--- config.mk ---
export PLATFORM = sky130hd
export DESIGN_NAME = mouse_motion_report_mailbox_flat
export DESIGN_NICKNAME = d
export VERILOG_FILES = /design/src/rtl/mmrm_pkg.sv /design/src/rtl/mmrm_if.sv /design/src/rtl/mmrm_core.sv /design/src/rtl/mouse_motion_report_mailbox.sv /design/src/flat_wrapper.sv
export SDC_FILE = /design/constraint.sdc
export NUM_CORES = 1
export LEC_CHECK = 0
export BUFFER_PORTS_ARGS = -buffer_cell sky130_fd_sc_hd__clkbuf_2
export CAP_MARGIN = 10
export CORE_UTILIZATION = 55
export DETAILED_ROUTE_END_ITERATION = 6
export PLACE_DENSITY = 0.75
export SLEW_MARGIN = 30
export SYNTH_ARGS = -nofsm -noshare
export SYNTH_HDL_FRONTEND = slang
export SYNTH_SLANG_ARGS = --single-unit
--- constraint.sdc ---
create_clock -name clk -period 13.95 [get_ports clk]
set_input_delay 0.6975 -clock clk [delete_from_list [all_inputs] [get_ports clk]]
set_output_delay 0.6975 -clock clk [all_outputs]
set_load 0.01 [all_outputs]
--- src/rtl/mmrm_pkg.sv ---
// Package: types, codes and arithmetic helpers of the mouse report mailbox.
`timescale 1ns / 1ps
package mmrm_pkg;

	localparam int unsigned WORD_W = 32;
	localparam int unsigned BTN_W  = 8;
	localparam int unsigned RPT_W  = 8;

	localparam logic signed [WORD_W-1:0] WORD_SMAX = 32'sh7fff_ffff;
	localparam logic signed [WORD_W-1:0] WORD_SMIN = 32'sh8000_0000;
	localparam logic signed [RPT_W-1:0]  RPT_LIM   = 8'sd127;
	localparam logic signed [RPT_W-1:0]  RPT_NLIM  = -8'sd127;

	typedef enum logic [2:0] {
		MODE_ACTIVATE = 3'd0,
		MODE_RELEASE  = 3'd1,
		MODE_PUBLISH  = 3'd2,
		MODE_PEEK     = 3'd3,
		MODE_COMPLETE = 3'd4,
		MODE_RESYNC   = 3'd5
	} mode_t;

	typedef struct packed {
		logic [2:0]               mode;
		logic [WORD_W-1:0]        gen_tag;
		logic [BTN_W-1:0]         button_bits;
		logic signed [WORD_W-1:0] move_x;
		logic signed [WORD_W-1:0] move_y;
		logic signed [WORD_W-1:0] move_wheel;
		logic signed [WORD_W-1:0] move_pan;
		logic [WORD_W-1:0]        ack_sequence;
		logic                     ack_is_release;
	} req_item_t;

	typedef struct packed {
		logic                     ok;
		logic [WORD_W-1:0]        gen_out;
		logic [WORD_W-1:0]        seq_out;
		logic                     release_out;
		logic [BTN_W-1:0]         buttons_out;
		logic signed [RPT_W-1:0]  report_x;
		logic signed [RPT_W-1:0]  report_y;
		logic signed [RPT_W-1:0]  report_wheel;
		logic signed [RPT_W-1:0]  report_pan;
		logic signed [WORD_W-1:0] handback_wheel;
		logic signed [WORD_W-1:0] handback_pan;
	} rsp_item_t;

	// a + b or a - b, saturated to the signed 32-bit range
	function automatic logic signed [WORD_W-1:0] sat_addsub(
		input logic signed [WORD_W-1:0] a,
		input logic signed [WORD_W-1:0] b,
		input logic                     sub
	);
		logic signed [WORD_W:0] bx;
		logic signed [WORD_W:0] s;
		bx = sub ? -{b[WORD_W-1], b} : {b[WORD_W-1], b};
		s  = {a[WORD_W-1], a} + bx;
		if (s[WORD_W] != s[WORD_W-1]) begin
			return s[WORD_W] ? WORD_SMIN : WORD_SMAX;
		end
		return s[WORD_W-1:0];
	endfunction

	function automatic logic signed [RPT_W-1:0] clamp127(input logic signed [WORD_W-1:0] v);
		if (v > WORD_W'(RPT_LIM)) begin
			return RPT_LIM;
		end
		if (v < 32'(signed'(RPT_NLIM))) begin
			return RPT_NLIM;
		end
		return v[RPT_W-1:0];
	endfunction

	function automatic logic [WORD_W-1:0] gen_next(input logic [WORD_W-1:0] g);
		logic [WORD_W-1:0] n;
		n = g + 1'b1;
		return (n == '0) ? WORD_W'(1) : n;
	endfunction

endpackage

--- src/rtl/mmrm_if.sv ---
// Interfaces: event request channel and report response channel.
`timescale 1ns / 1ps
interface mmrm_req_if;
	logic               valid;
	logic               ready;
	logic [2:0]         mode;
	logic [31:0]        gen_tag;
	logic [7:0]         button_bits;
	logic signed [31:0] move_x;
	logic signed [31:0] move_y;
	logic signed [31:0] move_wheel;
	logic signed [31:0] move_pan;
	logic [31:0]        ack_sequence;
	logic               ack_is_release;

	modport source (
		output valid, mode, gen_tag, button_bits, move_x, move_y, move_wheel,
		       move_pan, ack_sequence, ack_is_release,
		input  ready
	);
	modport sink (
		input  valid, mode, gen_tag, button_bits, move_x, move_y, move_wheel,
		       move_pan, ack_sequence, ack_is_release,
		output ready
	);
endinterface

interface mmrm_rsp_if;
	logic               valid;
	logic               ready;
	logic               ok;
	logic [31:0]        gen_out;
	logic [31:0]        seq_out;
	logic               release_out;
	logic [7:0]         buttons_out;
	logic signed [7:0]  report_x;
	logic signed [7:0]  report_y;
	logic signed [7:0]  report_wheel;
	logic signed [7:0]  report_pan;
	logic signed [31:0] handback_wheel;
	logic signed [31:0] handback_pan;

	modport source (
		output valid, ok, gen_out, seq_out, release_out, buttons_out, report_x,
		       report_y, report_wheel, report_pan, handback_wheel, handback_pan,
		input  ready
	);
	modport sink (
		input  valid, ok, gen_out, seq_out, release_out, buttons_out, report_x,
		       report_y, report_wheel, report_pan, handback_wheel, handback_pan,
		output ready
	);
endinterface

--- src/rtl/mmrm_core.sv ---
// Mailbox state, boot mode register and the per-event update and report logic.
`timescale 1ns / 1ps
module mmrm_core (
	input  logic               clk,
	input  logic               arst_n,
	input  logic               cfg_we,
	input  logic               cfg_wdata,
	input  logic               fire,
	input  mmrm_pkg::req_item_t item,
	output mmrm_pkg::rsp_item_t result
);
	import mmrm_pkg::*;

	logic                     boot_mode_q;
	logic [WORD_W-1:0]        cur_gen_q, cur_gen_d;
	logic [WORD_W-1:0]        data_seq_q, data_seq_d;
	logic [WORD_W-1:0]        rel_seq_q, rel_seq_d;
	logic signed [WORD_W-1:0] acc_x_q, acc_x_d;
	logic signed [WORD_W-1:0] acc_y_q, acc_y_d;
	logic signed [WORD_W-1:0] acc_wheel_q, acc_wheel_d;
	logic signed [WORD_W-1:0] acc_pan_q, acc_pan_d;
	logic [BTN_W-1:0]         buttons_q, buttons_d;
	logic                     dirty_q, dirty_d;
	logic                     rel_wait_q, rel_wait_d;

	logic                     sub;
	logic signed [WORD_W-1:0] nx, ny, nw, np;
	logic signed [RPT_W-1:0]  rx, ry, rw, rp;
	logic                     gen_match;
	logic                     restart;
	logic                     changed;
	logic                     acc_nz;

	// one shared saturating adder per axis: add on publish, subtract on complete
	assign sub = (item.mode == MODE_COMPLETE);
	assign nx  = sat_addsub(acc_x_q, item.move_x, sub);
	assign ny  = sat_addsub(acc_y_q, item.move_y, sub);
	assign nw  = sat_addsub(acc_wheel_q, item.move_wheel, sub);
	assign np  = sat_addsub(acc_pan_q, item.move_pan, sub);

	assign rx = clamp127(acc_x_q);
	assign ry = clamp127(acc_y_q);
	assign rw = boot_mode_q ? '0 : clamp127(acc_wheel_q);
	assign rp = boot_mode_q ? '0 : clamp127(acc_pan_q);

	assign gen_match = (item.gen_tag == cur_gen_q);
	assign changed   = (item.button_bits != buttons_q) || (item.move_x != '0) ||
	                   (item.move_y != '0) || (item.move_wheel != '0) ||
	                   (item.move_pan != '0);
	assign acc_nz    = (acc_x_q != '0) || (acc_y_q != '0) || (acc_wheel_q != '0) ||
	                   (acc_pan_q != '0);

	always_comb begin
		cur_gen_d   = cur_gen_q;
		data_seq_d  = data_seq_q;
		rel_seq_d   = rel_seq_q;
		acc_x_d     = acc_x_q;
		acc_y_d     = acc_y_q;
		acc_wheel_d = acc_wheel_q;
		acc_pan_d   = acc_pan_q;
		buttons_d   = buttons_q;
		dirty_d     = dirty_q;
		rel_wait_d  = rel_wait_q;
		restart     = 1'b0;
		result      = '0;

		case (item.mode)
			MODE_ACTIVATE: begin
				restart        = 1'b1;
				result.gen_out = gen_next(cur_gen_q);
			end
			MODE_RELEASE: begin
				restart = gen_match;
			end
			MODE_PUBLISH: begin
				if (gen_match && item.gen_tag != '0) begin
					result.ok = 1'b1;
					if (changed) begin
						buttons_d   = item.button_bits;
						acc_x_d     = nx;
						acc_y_d     = ny;
						acc_wheel_d = nw;
						acc_pan_d   = np;
						dirty_d     = 1'b1;
						data_seq_d  = data_seq_q + 1'b1;
					end
				end
			end
			MODE_PEEK: begin
				if (rel_wait_q) begin
					result.ok          = 1'b1;
					result.gen_out     = cur_gen_q;
					result.seq_out     = rel_seq_q;
					result.release_out = 1'b1;
				end else if (dirty_q) begin
					result.ok             = 1'b1;
					result.gen_out        = cur_gen_q;
					result.seq_out        = data_seq_q;
					result.buttons_out    = buttons_q;
					result.report_x       = rx;
					result.report_y       = ry;
					result.report_wheel   = rw;
					result.report_pan     = rp;
					result.handback_wheel = boot_mode_q ? acc_wheel_q : WORD_W'(rw);
					result.handback_pan   = boot_mode_q ? acc_pan_q : WORD_W'(rp);
				end
			end
			MODE_COMPLETE: begin
				if (gen_match) begin
					if (item.ack_is_release) begin
						if (item.ack_sequence == rel_seq_q) begin
							rel_wait_d = 1'b0;
						end
					end else begin
						acc_x_d     = nx;
						acc_y_d     = ny;
						acc_wheel_d = nw;
						acc_pan_d   = np;
						if (item.ack_sequence == data_seq_q) begin
							dirty_d = (nx != '0) || (ny != '0) || (nw != '0) || (np != '0);
						end else begin
							dirty_d = 1'b1;
						end
					end
				end
			end
			MODE_RESYNC: begin
				data_seq_d = data_seq_q + 1'b1;
				rel_seq_d  = rel_seq_q + 1'b1;
				rel_wait_d = 1'b1;
				dirty_d    = (buttons_q != '0) || acc_nz;
			end
			default: begin
			end
		endcase

		if (restart) begin
			cur_gen_d   = gen_next(cur_gen_q);
			acc_x_d     = '0;
			acc_y_d     = '0;
			acc_wheel_d = '0;
			acc_pan_d   = '0;
			buttons_d   = '0;
			dirty_d     = 1'b0;
			data_seq_d  = data_seq_q + 1'b1;
			rel_seq_d   = rel_seq_q + 1'b1;
			rel_wait_d  = 1'b1;
		end
	end

	always_ff @(posedge clk or negedge arst_n) begin
		if (!arst_n) begin
			boot_mode_q <= 1'b0;
		end else if (cfg_we) begin
			boot_mode_q <= cfg_wdata;
		end
	end

	always_ff @(posedge clk or negedge arst_n) begin
		if (!arst_n) begin
			cur_gen_q   <= '0;
			data_seq_q  <= '0;
			rel_seq_q   <= WORD_W'(1);
			acc_x_q     <= '0;
			acc_y_q     <= '0;
			acc_wheel_q <= '0;
			acc_pan_q   <= '0;
			buttons_q   <= '0;
			dirty_q     <= 1'b0;
			rel_wait_q  <= 1'b1;
		end else if (fire) begin
			cur_gen_q   <= cur_gen_d;
			data_seq_q  <= data_seq_d;
			rel_seq_q   <= rel_seq_d;
			acc_x_q     <= acc_x_d;
			acc_y_q     <= acc_y_d;
			acc_wheel_q <= acc_wheel_d;
			acc_pan_q   <= acc_pan_d;
			buttons_q   <= buttons_d;
			dirty_q     <= dirty_d;
			rel_wait_q  <= rel_wait_d;
		end
	end

`ifndef SYNTHESIS
	a_gen_nonzero_after_activate: assert property (@(posedge clk) disable iff (!arst_n)
		fire && item.mode == MODE_ACTIVATE |=> cur_gen_q != '0)
		else $error("generation zero after activate");

	a_activate_schedules_release: assert property (@(posedge clk) disable iff (!arst_n)
		fire && item.mode == MODE_ACTIVATE |=> rel_wait_q && !dirty_q && buttons_q == '0)
		else $error("activate did not schedule a clean release");

	a_release_report_empty: assert property (@(posedge clk) disable iff (!arst_n)
		result.release_out |-> result.ok && result.buttons_out == '0 &&
			result.report_x == '0 && result.handback_wheel == '0)
		else $error("release report carries motion");

	a_clamp_range: assert property (@(posedge clk) disable iff (!arst_n)
		fire |-> result.report_x != 8'h80 && result.report_y != 8'h80 &&
			result.report_wheel != 8'h80 && result.report_pan != 8'h80)
		else $error("report axis outside +-127");
`endif

endmodule

--- src/rtl/mouse_motion_report_mailbox.sv ---
// Top level of the mouse report mailbox: input register, core and result register.
`timescale 1ns / 1ps
// Usage:
//   req  : one event per transaction (activate, release, publish, peek, complete,
//          resync) with generation, buttons, motion deltas and acknowledge fields.
//   rsp  : exactly one result transaction per event, in event order.
//   cfg  : cfg_we/cfg_wdata write the boot mode bit; write only while idle.
// Path: an accepted event passes the input register, then the state update and
//   report logic into the result register, which drives rsp.
// Throughput: one event per cycle while rsp is not held; the state update is a
//   single pass of saturating adders, clamps and compares.
// Reset: arst_n clears generation, sequence and accumulators, sets the release
//   sequence to 1 with a release report pending, and clears boot mode.
// Stall: while rsp is held, the result register keeps its transaction; one more
//   event may sit in the input register, after which req.ready drops.
module mouse_motion_report_mailbox (
	input  logic       clk,
	input  logic       arst_n,
	input  logic       cfg_we,
	input  logic       cfg_wdata,
	mmrm_req_if.sink   req,
	mmrm_rsp_if.source rsp
);
	import mmrm_pkg::*;

	req_item_t item_s1;
	logic      valid_s1;
	rsp_item_t result;
	rsp_item_t rsp_q;
	logic      rsp_valid_q;
	logic      advance;
	logic      fire;
	logic      req_ready;

	assign advance   = !rsp_valid_q || rsp.ready;
	assign req_ready = !valid_s1 || advance;
	assign fire      = valid_s1 && advance;
	assign req.ready = req_ready;

	always_ff @(posedge clk or negedge arst_n) begin
		if (!arst_n) begin
			valid_s1 <= 1'b0;
		end else if (req_ready) begin
			valid_s1 <= req.valid;
		end
	end

	always_ff @(posedge clk) begin
		if (req.valid && req_ready) begin
			item_s1 <= '{mode: req.mode, gen_tag: req.gen_tag, button_bits: req.button_bits,
				move_x: req.move_x, move_y: req.move_y, move_wheel: req.move_wheel,
				move_pan: req.move_pan, ack_sequence: req.ack_sequence,
				ack_is_release: req.ack_is_release};
		end
	end

	mmrm_core u_core (
		.clk       (clk),
		.arst_n    (arst_n),
		.cfg_we    (cfg_we),
		.cfg_wdata (cfg_wdata),
		.fire      (fire),
		.item      (item_s1),
		.result    (result)
	);

	always_ff @(posedge clk or negedge arst_n) begin
		if (!arst_n) begin
			rsp_valid_q <= 1'b0;
		end else if (advance) begin
			rsp_valid_q <= valid_s1;
		end
	end

	always_ff @(posedge clk) begin
		if (fire) begin
			rsp_q <= result;
		end
	end

	assign rsp.valid          = rsp_valid_q;
	assign rsp.ok             = rsp_q.ok;
	assign rsp.gen_out        = rsp_q.gen_out;
	assign rsp.seq_out        = rsp_q.seq_out;
	assign rsp.release_out    = rsp_q.release_out;
	assign rsp.buttons_out    = rsp_q.buttons_out;
	assign rsp.report_x       = rsp_q.report_x;
	assign rsp.report_y       = rsp_q.report_y;
	assign rsp.report_wheel   = rsp_q.report_wheel;
	assign rsp.report_pan     = rsp_q.report_pan;
	assign rsp.handback_wheel = rsp_q.handback_wheel;
	assign rsp.handback_pan   = rsp_q.handback_pan;

endmodule

--- src/flat_wrapper.sv ---
// flat-port wrapper written by rule: the top's interface ports become plain ports
module mouse_motion_report_mailbox_flat import mmrm_pkg::*;
  (clk, arst_n, cfg_we, cfg_wdata, req_valid, req_mode, req_gen_tag, req_button_bits, req_move_x, req_move_y, req_move_wheel, req_move_pan, req_ack_sequence, req_ack_is_release, req_ready, rsp_valid, rsp_ok, rsp_gen_out, rsp_seq_out, rsp_release_out, rsp_buttons_out, rsp_report_x, rsp_report_y, rsp_report_wheel, rsp_report_pan, rsp_handback_wheel, rsp_handback_pan, rsp_ready);
  mmrm_req_if req_i ();
  mmrm_rsp_if rsp_i ();
  input  logic clk;
  input  logic arst_n;
  input  logic cfg_we;
  input  logic cfg_wdata;
  input wire logic [$bits(req_i.valid)-1:0] req_valid;
  input wire logic [$bits(req_i.mode)-1:0] req_mode;
  input wire logic [$bits(req_i.gen_tag)-1:0] req_gen_tag;
  input wire logic [$bits(req_i.button_bits)-1:0] req_button_bits;
  input wire logic [$bits(req_i.move_x)-1:0] req_move_x;
  input wire logic [$bits(req_i.move_y)-1:0] req_move_y;
  input wire logic [$bits(req_i.move_wheel)-1:0] req_move_wheel;
  input wire logic [$bits(req_i.move_pan)-1:0] req_move_pan;
  input wire logic [$bits(req_i.ack_sequence)-1:0] req_ack_sequence;
  input wire logic [$bits(req_i.ack_is_release)-1:0] req_ack_is_release;
  output wire logic [$bits(req_i.ready)-1:0] req_ready;
  output wire logic [$bits(rsp_i.valid)-1:0] rsp_valid;
  output wire logic [$bits(rsp_i.ok)-1:0] rsp_ok;
  output wire logic [$bits(rsp_i.gen_out)-1:0] rsp_gen_out;
  output wire logic [$bits(rsp_i.seq_out)-1:0] rsp_seq_out;
  output wire logic [$bits(rsp_i.release_out)-1:0] rsp_release_out;
  output wire logic [$bits(rsp_i.buttons_out)-1:0] rsp_buttons_out;
  output wire logic [$bits(rsp_i.report_x)-1:0] rsp_report_x;
  output wire logic [$bits(rsp_i.report_y)-1:0] rsp_report_y;
  output wire logic [$bits(rsp_i.report_wheel)-1:0] rsp_report_wheel;
  output wire logic [$bits(rsp_i.report_pan)-1:0] rsp_report_pan;
  output wire logic [$bits(rsp_i.handback_wheel)-1:0] rsp_handback_wheel;
  output wire logic [$bits(rsp_i.handback_pan)-1:0] rsp_handback_pan;
  input wire logic [$bits(rsp_i.ready)-1:0] rsp_ready;
  assign req_i.valid = req_valid;
  assign req_i.mode = req_mode;
  assign req_i.gen_tag = req_gen_tag;
  assign req_i.button_bits = req_button_bits;
  assign req_i.move_x = req_move_x;
  assign req_i.move_y = req_move_y;
  assign req_i.move_wheel = req_move_wheel;
  assign req_i.move_pan = req_move_pan;
  assign req_i.ack_sequence = req_ack_sequence;
  assign req_i.ack_is_release = req_ack_is_release;
  assign req_ready = req_i.ready;
  assign rsp_valid = rsp_i.valid;
  assign rsp_ok = rsp_i.ok;
  assign rsp_gen_out = rsp_i.gen_out;
  assign rsp_seq_out = rsp_i.seq_out;
  assign rsp_release_out = rsp_i.release_out;
  assign rsp_buttons_out = rsp_i.buttons_out;
  assign rsp_report_x = rsp_i.report_x;
  assign rsp_report_y = rsp_i.report_y;
  assign rsp_report_wheel = rsp_i.report_wheel;
  assign rsp_report_pan = rsp_i.report_pan;
  assign rsp_handback_wheel = rsp_i.handback_wheel;
  assign rsp_handback_pan = rsp_i.handback_pan;
  assign rsp_i.ready = rsp_ready;
  mouse_motion_report_mailbox u_core (.clk(clk), .arst_n(arst_n), .cfg_we(cfg_we), .cfg_wdata(cfg_wdata), .req(req_i), .rsp(rsp_i));
endmodule
==> results_dict.tcl <==
set metrics [dict create \
    drv_cap 0 \
    core_mm2 0.0648 \
    cts_inserted_buffers 69 \
    dp_slack_ns 7.45 \
    overflow 0 \
    rsz0062_at_grt "no" \
    yosysTopAreaCellShare_pct 31.0 \
    die_w_um 259 \
    cp.required_ns 14.42 \
    worst_pin_slew_ns 1.05 \
    dieArea_mm2 0.0670 \
    arrival_ns 7.12 \
    fin_nets 4281 \
    cts_tree "built" \
    post_cts_buffers 0 \
    first_pass_iters 7 \
    io_buffer_count 381 \
    drive_gt1_share_pct 14.4 \
    area_growth_pct 13.8 \
    cts_hold_buf 0 \
    criticalPathCategory "reg -> reg" \
    fin_ws_ns 7.30 \
    fmax_mhz 150 \
    p_leak_nw 17.4 \
    finalCriticalPeriod_ns 6.65 \
    yosys_register_bits 611 \
    critPathCaptureType "flip-flop" \
    clk_latency_ns 0.62 \
    synth_edf_count 374 \
    slew_headroom_pct 29.3 \
    synth_ff_type "edfxtp_1" \
    grt_pass1_wl_mm 163 \
    dieHeight_um 259 \
    placementRows 93 \
    vias_per_cell 6.16 \
    avgSynthCellArea_um2 10.0 \
    path_cells "nor3_2, buf_4, buf_4, o21ai_0, fa_1, a211oi_1, nor4b_1, nor3_1, o211ai_1, a21oi_1, xnor2_1, or3b_2, o41ai_1, or4bb_1, a2111oi_0, a21oi_1" \
    setup_tns_ns 0 \
    clock_skew_ns 0.0259 \
    violations "design-rule violations" \
    ys_types 82 \
    crit_slowest_cell "edfxtp_1" \
    pin_count 382 \
    cts_resized 0 \
    whs_ns 0.0144 \
    antenna_found_initial 8 \
    grt_usage_pct 31.3 \
    synthMostInstantiatedCell "nand2_1" \
    setup_viol 0 \
    outcome "finished with violations" \
    async_flop_share_pct 38.8 \
    cts_sinks 611 \
    yosysTopAreaCell "edfxtp_1" \
    drcViolationCount 2 \
    avgRoutedWirePerCell_um 22.0 \
    start_util_pct 56.0 \
    slowest_delay_ns 0.61 \
    crit_fanout 51 \
    powerDensity_mw_per_mm2 196 \
    path_delay_family "compound AO/OA/AOI/OAI gates" \
    top_register "u_core.item_s1" \
    ys_top_cells_by_area "edfxtp_1, dfrtp_1, xnor2_1" \
    place_congestion 0.992 \
    vdd_drop_max_mv 0.120 \
    placed_area_mm2 0.0389 \
    hold_path.class "in -> async" \
    cts.clk_slew.worst_paths_ns 0.06 \
    final_max_slew_viol_count 0 \
    cts_root_buf "clkbuf_16" \
    grt_pass1_vias 27900 \
    dp_hpwl_mm 79.5 \
    grt_max_degree 104 \
    largest_reg_flops 204 \
    postSynthCellCount 3630 \
    yosysSeqAreaShare_pct 47.3 \
    cp-start-kind "flip-flop" \
    path_buf_inv 2 \
    postLayoutCellArea_mm2 0.0413 \
    ys_warn_count 0 \
    synthTopCellsByCount "nand2_1, edfxtp_1, o21ai_0, xnor2_1, a21oi_1" \
    synthesis.nets 3981 \
    cts_buffer_depth 3 \
    vias 29900 \
    post-route-util_pct 63.7 \
    initialDrtViolationCount 2931 \
    fin_crit_sh_pct 47.7 \
    routed_wl_mm 107 \
    ctsHtreeMaxLevel 3 \
    ant_nets 0 \
    syn_area_mm2 0.0363 \
    hold_viol 0 \
]
-- report_power, final --
part	total, mW	internal [mW]	switching (mW)
Sequential	2.65	2.20	0.445
Clock	1.84	1.09	0.753
Combinational	3.61	1.40	2.21
-- cell families (layout without fill, tap and decap cells) --
| group | count (synthesis) | count (layout) | synth area share [%] |
|---|---|---|---|
| compound gates | 949 | 949 | 16.5 |
| xor+xnor | 449 | 449 | 10.8 |
| fa+ha+maj | 221 | 221 | 7.15 |
| buf+inv | 235 | 591 | 2.48 |
| flops | 611 | 611 | 47.3 |
| mux | 7 | 7 | 0.203 |
| other cells | 0 | 6 | 0 |
| simple gates | 1158 | 1158 | 15.5 |
-- metrics by stage --
stage,cells,power (mW)
global placement,4714,6.17
finish,4847,8.10
global route,4847,8.55
detailed placement,4714,6.19
floorplan,3630,5.13
CTS,4841,8.05
-- metal layers --
layer,vias up,global-route usage [%],routed length (µm),part of all wire [%]
met4,0,10.8,3500,3.3
met3,194,4.41,7560,7.1
met1,14400,44.1,45900,43
met2,1240,49.7,49700,47
li1,14000,-,-,-
met5,-,0,0,0
-- worst register-to-register path, stage by stage (launching register included) --
cell and delay (ns):
edfxtp_1 0.61, nor3_2 0.26, buf_4 0.25, buf_4 0.53, o21ai_0 0.31, fa_1 0.51, a211oi_1 0.40, nor4b_1 0.14
nor3_1 0.51, o211ai_1 0.28, a21oi_1 0.42, xnor2_1 0.17, or3b_2 0.48, o41ai_1 0.59, or4bb_1 0.53, a2111oi_0 0.41
a21oi_1 0.12
-- final timing paths --
kind                                      from                            to  slack, ns  cells after the start
max                        u_core.item_s1[202]         u_core.u_core.dirty_q       7.30                     16
min reg2reg                    u_core.valid_s1              u_core.rsp.valid       0.51                      1
min                                     arst_n  u_core.u_core.data_seq_q[22]       0.01                      1
max reg2reg                u_core.item_s1[202]         u_core.u_core.dirty_q       7.30                     16
min in group clk                req_move_y[14]           u_core.item_s1[111]       0.25                      1
max in group asynchronous               arst_n     u_core.u_core.acc_x_q[30]      12.69                      2
-- layout by cell type, fill, tap and decap left out, types with 18 or more instances in the layout --
cell / netlist / final
inv_1: 53 / 52
xnor2_1: 256 / 254
edfxtp_1: 374 / 374
a211oi_1: 22 / 21
ha_1: 137 / 137
nor3_1: 57 / 55
o31ai_1: 78 / 78
and2_1: 30 / 28
clkbuf_16: 0 / 72
a21oi_1: 245 / 245
or4_1: 18 / 18
nand3_1: 70 / 70
nor2_1: 231 / 227
nand4_1: 101 / 101
o21bai_1: 18 / 18
nor4_1: 94 / 93
a22o_1: 41 / 41
maj3_1: 80 / 80
nand2_1: 414 / 414
a31oi_1: 30 / 30
buf_4: 0 / 25
clkbuf_2: 0 / 380
o21ai_0: 257 / 256
and3_1: 46 / 46
dfrtp_1: 235 / 235
xor2_1: 193 / 192
a21o_1: 121 / 121
o21a_1: 27 / 27
-- final cells by class --
cell class,instances,area (µm²)
Antenna cell,6,15.0
Clock inverter,39,397
Inverter,54,210
Clock buffer,88,1910
Timing Repair Buffer,410,2150
Tap cell,855,1070
Fill cell,5263,23500
Sequential cell,611,17200
Multi-Input combinational cell,2784,18400
(Power assumes the default switching activity.)
